### src/rtl/core/rgb_crossfade_engine_assert.svh
// Assertion macros for the RGB cross-fade engine.
// Each expects clk and arst_n in the scope of the use.
`ifndef RGB_CROSSFADE_ENGINE_ASSERT_SVH
`define RGB_CROSSFADE_ENGINE_ASSERT_SVH

// Same-cycle implication.
`define RCE_ASSERT_NOW(label, ante, cons) \
	label: assert property (@(posedge clk) disable iff (!arst_n) (ante) |-> (cons)) \
		else $error("rce assertion failed");

// Next-cycle implication.
`define RCE_ASSERT_NEXT(label, ante, cons) \
	label: assert property (@(posedge clk) disable iff (!arst_n) (ante) |=> (cons)) \
		else $error("rce assertion failed");

`endif

### src/rtl/core/rce_pkg.sv
// Shared types, constants and helpers for the RGB cross-fade engine.
// No dependencies.
package rce_pkg;

	localparam int FADE_STEPS_DEF = 1020;
	localparam int NUM_CH         = 3;
	localparam int LEVEL_W        = 8;
	localparam int PCT_W          = 7;
	localparam int PCT_FULL       = 100;
	localparam int LEVEL_MAX      = 255;

	// ceil(2^20 / 100): exact floor of x / 100 for any x up to 100 * 255
	localparam int PCT_RECIP      = 10486;
	localparam int PCT_RECIP_SH   = 20;

	localparam logic MODE_START = 1'b0;
	localparam logic MODE_TICK  = 1'b1;

	typedef struct packed {
		logic             mode;
		logic [PCT_W-1:0] red_percent;
		logic [PCT_W-1:0] green_percent;
		logic [PCT_W-1:0] blue_percent;
	} cmd_t;

	typedef struct packed {
		logic [LEVEL_W-1:0] red_level;
		logic [LEVEL_W-1:0] green_level;
		logic [LEVEL_W-1:0] blue_level;
		logic [LEVEL_W-1:0] red_drive;
		logic [LEVEL_W-1:0] green_drive;
		logic [LEVEL_W-1:0] blue_drive;
		logic               fade_last;
	} pix_t;

	typedef struct packed {
		logic                start;
		logic [LEVEL_W-1:0]  divisor;
	} div_req_t;

	typedef struct packed {
		logic busy;
		logic done;
	} div_stat_t;

	function automatic logic [LEVEL_W-1:0] pct_to_level(input logic [PCT_W-1:0] pct);
		logic [PCT_W-1:0] sat;
		logic [14:0]      prod;
		logic [28:0]      scaled;
		sat    = (pct > PCT_W'(PCT_FULL)) ? PCT_W'(PCT_FULL) : pct;
		prod   = 15'(sat) * 15'(LEVEL_MAX);
		scaled = 29'(prod) * 29'(PCT_RECIP);
		return LEVEL_W'(scaled >> PCT_RECIP_SH);
	endfunction

endpackage

### src/rtl/core/rce_div.sv
// Restoring divider: FADE_STEPS divided by an 8-bit divisor, one bit a cycle.
// Depends on rce_pkg.
module rce_div #(
	parameter int FADE_STEPS = rce_pkg::FADE_STEPS_DEF,
	localparam int STEP_W    = $clog2(FADE_STEPS + 1)
) (
	input  logic                clk,
	input  logic                arst_n,
	input  rce_pkg::div_req_t   req,
	output rce_pkg::div_stat_t  stat,
	output logic [STEP_W-1:0]   quotient
);

	localparam int CNT_W = $clog2(STEP_W + 1);

	logic [CNT_W-1:0]            cnt_q;
	logic                        done_q;
	logic [rce_pkg::LEVEL_W-1:0] rem_q;
	logic [rce_pkg::LEVEL_W-1:0] dvs_q;
	logic [STEP_W-1:0]           quo_q;

	logic [rce_pkg::LEVEL_W:0]   shifted;
	logic                        ge;
	logic [rce_pkg::LEVEL_W:0]   diff;

	always_comb begin
		shifted = {rem_q, quo_q[STEP_W-1]};
		ge      = shifted >= {1'b0, dvs_q};
		diff    = shifted - {1'b0, dvs_q};
	end

	always_ff @(posedge clk or negedge arst_n) begin
		if (!arst_n) begin
			cnt_q  <= '0;
			done_q <= 1'b0;
		end else begin
			done_q <= (cnt_q == CNT_W'(1));
			if (req.start) begin
				cnt_q <= CNT_W'(STEP_W);
			end else if (cnt_q != '0) begin
				cnt_q <= cnt_q - CNT_W'(1);
			end
		end
	end

	always_ff @(posedge clk) begin
		if (req.start) begin
			rem_q <= '0;
			quo_q <= STEP_W'(FADE_STEPS);
			dvs_q <= req.divisor;
		end else if (cnt_q != '0) begin
			rem_q <= ge ? diff[rce_pkg::LEVEL_W-1:0] : shifted[rce_pkg::LEVEL_W-1:0];
			quo_q <= {quo_q[STEP_W-2:0], ge};
		end
	end

	assign stat.busy = (cnt_q != '0);
	assign stat.done = done_q;
	assign quotient  = quo_q;

endmodule

### src/rtl/core/rgb_crossfade_engine.sv
// Top level of the RGB cross-fade engine: command decode, step sequencer, fade lanes.
// Depends on rce_pkg, rce_div and rgb_crossfade_engine_assert.svh.
//
// channel  ports                       carries
// cmd      cmd_valid, cmd_stall, cmd   start (target percents) or tick
// pix      pix_valid, pix_stall, pix   levels, drives, fade_last per tick
//
// A tick yields one transfer on pix while a fade runs.
// A start runs the shared divider for each channel in turn; it forms one step
// per channel, one quotient bit a cycle.
// cmd_stall is high while the divider works and while a result waits under pix_stall.
// Reset clears levels, steps and index, and leaves the block idle.
`include "rgb_crossfade_engine_assert.svh"

module rgb_crossfade_engine #(
	parameter int FADE_STEPS = rce_pkg::FADE_STEPS_DEF
) (
	input  logic          clk,
	input  logic          arst_n,
	input  logic          cmd_valid,
	output logic          cmd_stall,
	input  rce_pkg::cmd_t cmd,
	output logic          pix_valid,
	input  logic          pix_stall,
	output rce_pkg::pix_t pix
);

	localparam int STEP_W = $clog2(FADE_STEPS + 1);
	localparam int LW     = rce_pkg::LEVEL_W;
	localparam int NC     = rce_pkg::NUM_CH;

	typedef enum logic [2:0] {
		ST_IDLE = 3'b001,
		ST_LOAD = 3'b010,
		ST_WAIT = 3'b100
	} state_t;

	state_t              state_q;
	logic [1:0]          ch_q;
	logic                active_q;
	logic [STEP_W-1:0]   idx_q;
	logic [LW-1:0]       lev_q [NC];
	logic [LW-1:0]       tgt_q [NC];
	logic [STEP_W-1:0]   mag_q [NC];
	logic                down_q [NC];
	logic [STEP_W-1:0]   cnt_q [NC];
	logic                pix_valid_q;
	rce_pkg::pix_t       pix_q;

	rce_pkg::div_req_t   div_req;
	rce_pkg::div_stat_t  div_stat;
	logic [STEP_W-1:0]   div_quo;

	logic                accept;
	logic                tick;
	logic                start;
	logic                last;
	logic signed [LW:0]  diff;
	logic [LW:0]         diff_abs;
	logic [LW-1:0]       lev_nx [NC];
	logic [STEP_W-1:0]   cnt_nx [NC];

	rce_div #(.FADE_STEPS(FADE_STEPS)) u_div (
		.clk      (clk),
		.arst_n   (arst_n),
		.req      (div_req),
		.stat     (div_stat),
		.quotient (div_quo)
	);

	assign cmd_stall = (state_q != ST_IDLE) || (pix_valid_q && pix_stall);
	assign accept    = cmd_valid && !cmd_stall;
	assign start     = accept && (cmd.mode == rce_pkg::MODE_START);
	assign tick      = accept && (cmd.mode == rce_pkg::MODE_TICK) && active_q;
	assign last      = (idx_q == STEP_W'(FADE_STEPS));

	always_comb begin
		diff     = $signed({1'b0, tgt_q[ch_q]}) - $signed({1'b0, lev_q[ch_q]});
		diff_abs = diff[LW] ? (LW+1)'(-diff) : diff;
		div_req.start   = (state_q == ST_LOAD);
		div_req.divisor = diff_abs[LW-1:0];
	end

	always_comb begin
		for (int c = 0; c < NC; c++) begin
			lev_nx[c] = lev_q[c];
			cnt_nx[c] = cnt_q[c];
			if (mag_q[c] != '0) begin
				if (cnt_q[c] == '0) begin
					if (down_q[c] && lev_q[c] != '0) begin
						lev_nx[c] = lev_q[c] - LW'(1);
					end else if (!down_q[c] && lev_q[c] != LW'(rce_pkg::LEVEL_MAX)) begin
						lev_nx[c] = lev_q[c] + LW'(1);
					end
				end
				cnt_nx[c] = (cnt_q[c] == mag_q[c] - STEP_W'(1)) ? '0 : cnt_q[c] + STEP_W'(1);
			end
		end
	end

	always_ff @(posedge clk or negedge arst_n) begin
		if (!arst_n) begin
			state_q  <= ST_IDLE;
			ch_q     <= '0;
			active_q <= 1'b0;
			idx_q    <= '0;
			for (int c = 0; c < NC; c++) begin
				lev_q[c]  <= '0;
				mag_q[c]  <= '0;
				down_q[c] <= 1'b0;
				cnt_q[c]  <= '0;
			end
		end else begin
			case (state_q)
				ST_IDLE: begin
					if (start) begin
						active_q <= 1'b0;
						ch_q     <= '0;
						state_q  <= ST_LOAD;
					end else if (tick) begin
						for (int c = 0; c < NC; c++) begin
							lev_q[c] <= lev_nx[c];
							cnt_q[c] <= cnt_nx[c];
						end
						if (last) begin
							active_q <= 1'b0;
						end else begin
							idx_q <= idx_q + STEP_W'(1);
						end
					end
				end
				ST_LOAD: begin
					state_q <= ST_WAIT;
				end
				ST_WAIT: begin
					if (div_stat.done) begin
						mag_q[ch_q]  <= (diff == '0) ? '0 : div_quo;
						down_q[ch_q] <= diff[LW];
						if (ch_q == 2'(NC - 1)) begin
							active_q <= 1'b1;
							idx_q    <= '0;
							for (int c = 0; c < NC; c++) begin
								cnt_q[c] <= '0;
							end
							state_q <= ST_IDLE;
						end else begin
							ch_q    <= ch_q + 2'(1);
							state_q <= ST_LOAD;
						end
					end
				end
				default: begin
					state_q <= ST_IDLE;
				end
			endcase
		end
	end

	always_ff @(posedge clk) begin
		if (start) begin
			tgt_q[0] <= rce_pkg::pct_to_level(cmd.red_percent);
			tgt_q[1] <= rce_pkg::pct_to_level(cmd.green_percent);
			tgt_q[2] <= rce_pkg::pct_to_level(cmd.blue_percent);
		end
		if (tick) begin
			pix_q.red_level   <= lev_nx[0];
			pix_q.green_level <= lev_nx[1];
			pix_q.blue_level  <= lev_nx[2];
			pix_q.red_drive   <= ~lev_nx[0];
			pix_q.green_drive <= ~lev_nx[1];
			pix_q.blue_drive  <= ~lev_nx[2];
			pix_q.fade_last   <= last;
		end
	end

	always_ff @(posedge clk or negedge arst_n) begin
		if (!arst_n) begin
			pix_valid_q <= 1'b0;
		end else if (tick) begin
			pix_valid_q <= 1'b1;
		end else if (!pix_stall) begin
			pix_valid_q <= 1'b0;
		end
	end

	assign pix_valid = pix_valid_q;
	assign pix       = pix_q;

	`RCE_ASSERT_NOW(a_stall_busy, state_q != ST_IDLE, cmd_stall)
	`RCE_ASSERT_NOW(a_done_in_wait, div_stat.done, state_q == ST_WAIT)
	`RCE_ASSERT_NOW(a_busy_in_wait, div_stat.busy, state_q == ST_WAIT)
	`RCE_ASSERT_NEXT(a_last_idle, tick && last, !active_q && pix_valid && pix.fade_last)
	`RCE_ASSERT_NEXT(a_start_fills, state_q == ST_WAIT && div_stat.done && ch_q == 2'(NC - 1),
		active_q && idx_q == '0)

endmodule
### config.mk
export PLATFORM = sky130hd
export DESIGN_NAME = rgb_crossfade_engine
export DESIGN_NICKNAME = d
export VERILOG_FILES = /design/src/rtl/core/rce_pkg.sv /design/src/rtl/core/rce_div.sv /design/src/rtl/core/rgb_crossfade_engine.sv
export VERILOG_INCLUDE_DIRS = /design/src /design/src/rtl/core
export SDC_FILE = /design/constraint.sdc
export NUM_CORES = 1
export LEC_CHECK = 0
export BUFFER_PORTS_ARGS = -buffer_cell sky130_fd_sc_hd__buf_2
export CAP_MARGIN = 30
export CORE_MARGIN = 10
export CORE_UTILIZATION = 40
export CTS_BUF_LIST = sky130_fd_sc_hd__clkbuf_8
export DETAILED_ROUTE_END_ITERATION = 10
export RECOVER_POWER = 100
export SETUP_SLACK_MARGIN = 0.5
export SKIP_CTS_REPAIR_TIMING = 1
export SYNTH_ARGS = -nofsm -noshare
export SYNTH_HDL_FRONTEND = slang
export SYNTH_SLANG_ARGS = --single-unit
export TNS_END_PERCENT = 10
### constraint.sdc
create_clock -name clk -period 3.6 [get_ports clk]
set_clock_uncertainty 0.1 [all_clocks]
set_input_delay 0.72 -clock clk [delete_from_list [all_inputs] [get_ports clk]]
set_output_delay 0.72 -clock clk [all_outputs]
set_load 0.1 [all_outputs]
== Word-level counts from Yosys, hierarchy flattened ==
Memory sizes are Yosys's and may differ from the RTL's.
Cells that the tools add are included.
Word-level totals
  register bits after elaboration: 184
  memory bits (writable): 24
  output and inout port bits: 51
  logic and storage cells: 195
  memories: 1
Memory list
  tgt_q: depth 3, width 8, rd ports 1, clocked after memory_dff 0, wr ports 3, RTL line rgb_crossfade_engine.sv:43  | logic [LW-1:0] tgt_q [NC];
Operators by class
  add/sub/neg operators: 18
  multipliers: 6
  $lt $le $gt $ge: 6
  equal/unequal tests: 26
  mux-type cells: 64
  bitwise logic cells: 6
  reductions and logical operators: 39
Operators by type and width (number)
  10-bit 2-to-1 mux: 13
  8-bit 2-to-1 mux: 16
  30-bit 2-to-1 mux: 4
  15-bit by 13-bit multiplier with 27-bit output, second input constant: 3
  30-bit one-hot mux with 2 select lines: 1
  7-bit by 8-bit multiplier with 15-bit output, second input constant: 3
  10-bit by 1-bit adder with 10-bit output, second input constant: 4
  30-bit bitwise mux: 1
  10-bit equality test: 3
  10-bit zero test: 3
  10-bit nonzero test: 3
  10-bit by 1-bit subtractor with 10-bit output, second input constant: 3
  8-bit by 1-bit adder with 8-bit output, second input constant: 3
  8-bit inequality test, second input constant: 3
  8-bit inverter: 3
  6-bit AND reduction: 4
  8-bit nonzero test: 3
  8-bit by 1-bit subtractor with 8-bit output, second input constant: 3
  7-bit > comparator, second input constant: 3
  7-bit 2-to-1 mux: 3
  10-bit demux with 2-bit select: 1
  10-bit one-hot mux with 2 select lines: 1
  2-bit inequality test, second input constant: 9
  8-bit binary-select mux with 2-bit select: 1
  other kinds (38): 71

== Longest topological paths before layout ==
  depth after elaboration: 9
  gate-level depth with buffers: 38
  gate-level depth less buffers: 38

== Hierarchy ==
A second synthesis with hierarchy kept.
Second synthesis, totals
  cells, all modules: 2802
  area, all modules: 26135.1 µm²
By module, submodules not included
  rgb_crossfade_engine: times used 1, cells an instance 2613, area each 24448.4 µm², sequential area each 4795.8 µm²
  rce_div: times used 1, cells an instance 189, area each 1686.6 µm², sequential area each 725.7 µm²

== Least setup slack after synthesis ==
No wires, ideal clock.
  path type: input -> register
  start point: input cmd[5] (netlist name)
  end point: memory tgt_q[2][7] (netlist name) (data pin)
  arrival: 9.358 ns
  data required time: 3.222 ns
  slack: -6.135 ns
  cell stages on the path: 33
  path buffers: 0
  path through: and2_1 -> o21ai_0 -> nand2b_1 -> fa_1 -> inv_1 -> fa_1 -> inv_1 -> fa_1 -> inv_1 -> fa_1 -> inv_1 -> ha_1 -> a21boi_0 -> or4_1 -> a21oi_1 -> o21ai_0 -> xnor2_1 -> ha_1 -> ha_1 -> inv_1 -> fa_1 -> inv_1 -> fa_1 -> inv_1 -> fa_1 -> inv_1 -> ha_1 -> nand4_1 -> nor4b_1 -> nor2_1 -> or4b_2 -> o311ai_0 -> xnor2_1
RTL lines
  start: declaration: RTL line rgb_crossfade_engine.sv:22  | input rce_pkg::cmd_t cmd,
  end: declaration: RTL line rgb_crossfade_engine.sv:43

==> results.txt <==
outcome -> finished with violations
violated checks -> max-capacitance violations, max-slew violations, negative setup slack
Synth async-reset ratio -> 0.524
drt first pass iters -> 6
boundary pin count -> 77
via count of the routed design -> 20.4k
Slew Limit Fails -> 77
layout cells sized above 1 -> 0.230
Layout Cells excl Fill -> 4,131
Worst setup EP type -> register
P&R area growth vs syn -> 25.8%
slowest stage delay, CP -> 0.56 ns
vias in the first global route -> 21.5k
pin count of the biggest net entering global routing -> 63
Fill cells -> 5,931
Yosys top cell area share -> 0.215
DIE AREA -> 75,700 µm²
first-pass GRT wire length -> 101,000 µm
sequential share of the synthesized area -> 0.212
delay-heaviest family, CP -> adder cells
unrepaired setup endpoints after global routing -> true
post-route minimum period -> 8.83 ns
register area -> 5520 µm²
total track usage -> 0.156
Area contributors post-synth -> ha_1, fa_1, dfrtp_1, edfxtp_1, inv_1
TritonCTS Buffers -> 37
Rows -> 93
Post-synth EDFFs -> 81
FF+latch count, synth -> 208
DP Wirelength -> 49,200 µm
critical path type -> input port to register
Yosys warning total -> 0
WL final -> 59,600 µm
initial antenna violation count -> 1
CP startpoint kind -> input port
HP Start -> pix_stall
Crit path arrival time -> 9.14 ns
CP Max Fanout -> 4
DRC -> 0
Hold Path Cell Cnt -> 3
remaining antenna violation count -> 0
GPL Wtd Cong -> 0.861
R2R cell count -> 15
Iteration-0 DRC Markers -> 992
worst rel slew slack -> -0.763
worst path buffer plus inverter count -> 11
clk_lat worst skew -> 0.56 ns
Final WS setup -> -5.23 ns
Worst-Margin Slew -> 2.64 ns
top cell type by total area after synthesis -> ha_1
Core ar. -> 64,500 µm²
syn avg cell area -> 9.45 µm²
r2r setup slk -> -0.05 ns
critical path's slowest cell -> fa_2
CTS Sinks -> 208
Max Cap Viol -> 2
FF-to-FF End -> mag_q[24]
routed len/inst -> 14.4 µm
Max Fclk -> 113 MHz
RR Startpoint -> ch_q[0]
total grt overflow -> 0
Hold Worst Slack -> 0.320 ns
Min-Delay Endpoint -> pix_valid
WP data required -> 3.91 ns
Top FF cell, synth -> dfrtp_1
Cell Area, Synth -> 26,000 µm²
clk slew on worst S/H paths -> 0.06 ns
CTS tree -> built
nets@finish -> 3,955
die width -> 275 µm
clk root buf -> clkbuf_8
Initial Utilization -> 0.404
# H-tree levels -> 2
Hold WC Path Type -> input port to register
clock buffer depth -> 3
Gate Count Post-Synth -> 2,757
Via density -> 4.93
Final setup viols -> 44
period utilization -> 2.45
die height -> 275 µm
Port-buffer cells -> 76
number of instances in the placed design -> 4,036
area occupied by multi-input gates -> 19,600 µm²
Hold Violations, Final -> 0
Synth Net Count -> 3,466
post-synthesis cell type count -> 85
-- through the flow --
stage	worst slack (ns)	cell area [µm²]	setup TNS, ns	utilization
finish	-5.23	32800	-115.74	0.508
global route	-5.48	32800	-147.91	0.508
CTS	-5.40	31700	-130.67	0.492
detailed placement	-6.02	30900	-144.58	0.479
global placement	-5.80	30900	-139.48	0.479
floorplan	-5.44	26600	-190.33	-
-- logic make-up (layout without fill, tap and decap cells) --
family          after synthesis  in the layout  synth area share
fa+ha+maj                   683            683             0.396
buf+inv                     628           1146            0.0906
simple gates                549            549             0.106
compound gates              464            464             0.118
flops                       208            208             0.212
xor+xnor                    194            194            0.0655
mux                          31             31            0.0122
other cells                   0              1                 0
-- area by class of cell --
type / count / share of cell area
antenna: 1 / 0.0000763
clock buffer: 42 / 0.0176
clock inverter: 26 / 0.00699
inverter: 565 / 0.0648
multi-input combinational: 1921 / 0.597
sequential: 208 / 0.168
tap: 855 / 0.0326
timing repair buffer: 513 / 0.112
-- cell usage in the layout (no fill, tap or decap), drive strengths merged, types with 37 or more instances in the layout --
master / synthesis / final
a21o: 52 / 52
a21oi: 104 / 104
a22o: 37 / 37
buf: 4 / 454
clkbuf: 59 / 101
dfrtp: 108 / 108
edfxtp: 81 / 81
fa: 236 / 236
ha: 447 / 447
inv: 564 / 575
nand2: 151 / 151
nand3: 59 / 59
nor2: 116 / 116
o21ai: 119 / 119
xnor2: 137 / 137
xor2: 57 / 57
-- sequential cells by signal, indices dropped and copies added, names as in the netlist, 2 cells and up --
signal          cells
pix                49
cnt_q              30
mag_q              30
lev_q              24
tgt_q              24
idx_q              10
u_div.quotient     10
u_div.dvs_q         8
u_div.rem_q         8
u_div.cnt_q         4
down_q              3
state_q             3
ch_q                2
-- synth_stat cells (all sizes together), types with 8 or more instances --
library cell  count
o22ai             9
o31ai            24
nor4              8
nand3            59
a21o             52
a21oi           104
o311ai            9
a211oi           11
a22o             37
o21ai           119
dfrtp           108
and2             18
or3              11
inv             564
a31oi            12
dfxtp            18
xnor2           137
ha              447
edfxtp           81
nor2b            28
nand2b           29
a21boi            9
xor2             57
nor2            116
clkbuf           59
or2               9
and3             21
nand2           151
nor3             33
nand4            27
o21a             22
mux2i            26
fa              236
-- routing by layer --
metal	GRT usage	part of all wire
met1	0.196	0.45
met2	0.283	0.50
met3	0.0162	0.030
met4	0.0371	0.019
met5	0	0
-- how the worst max path moves through the flow --
stage	from	endpoint	slack (ns)	cells past startpoint
2_1_floorplan	cmd[9]	tgt_q[1][5]	-5.44	36
3_3_place_gp	cmd[13]	tgt_q[1][5]	-5.80	37
3_5_place_dp	cmd[9]	tgt_q[1][5]	-6.02	37
4_1_cts	cmd[9]	tgt_q[1][5]	-5.40	37
5_1_grt	cmd[12]	tgt_q[1][5]	-5.48	34
6_report	cmd[12]	tgt_q[1][5]	-5.23	37
-- worst min-delay path: stages --
cell,delay (ns)
buf_2,0.08
nand2_1,0.08
nand2_1,0.07
Power is not shown: default switching activity piles up to over one toggle a cycle in this logic, so the estimate is an artifact.
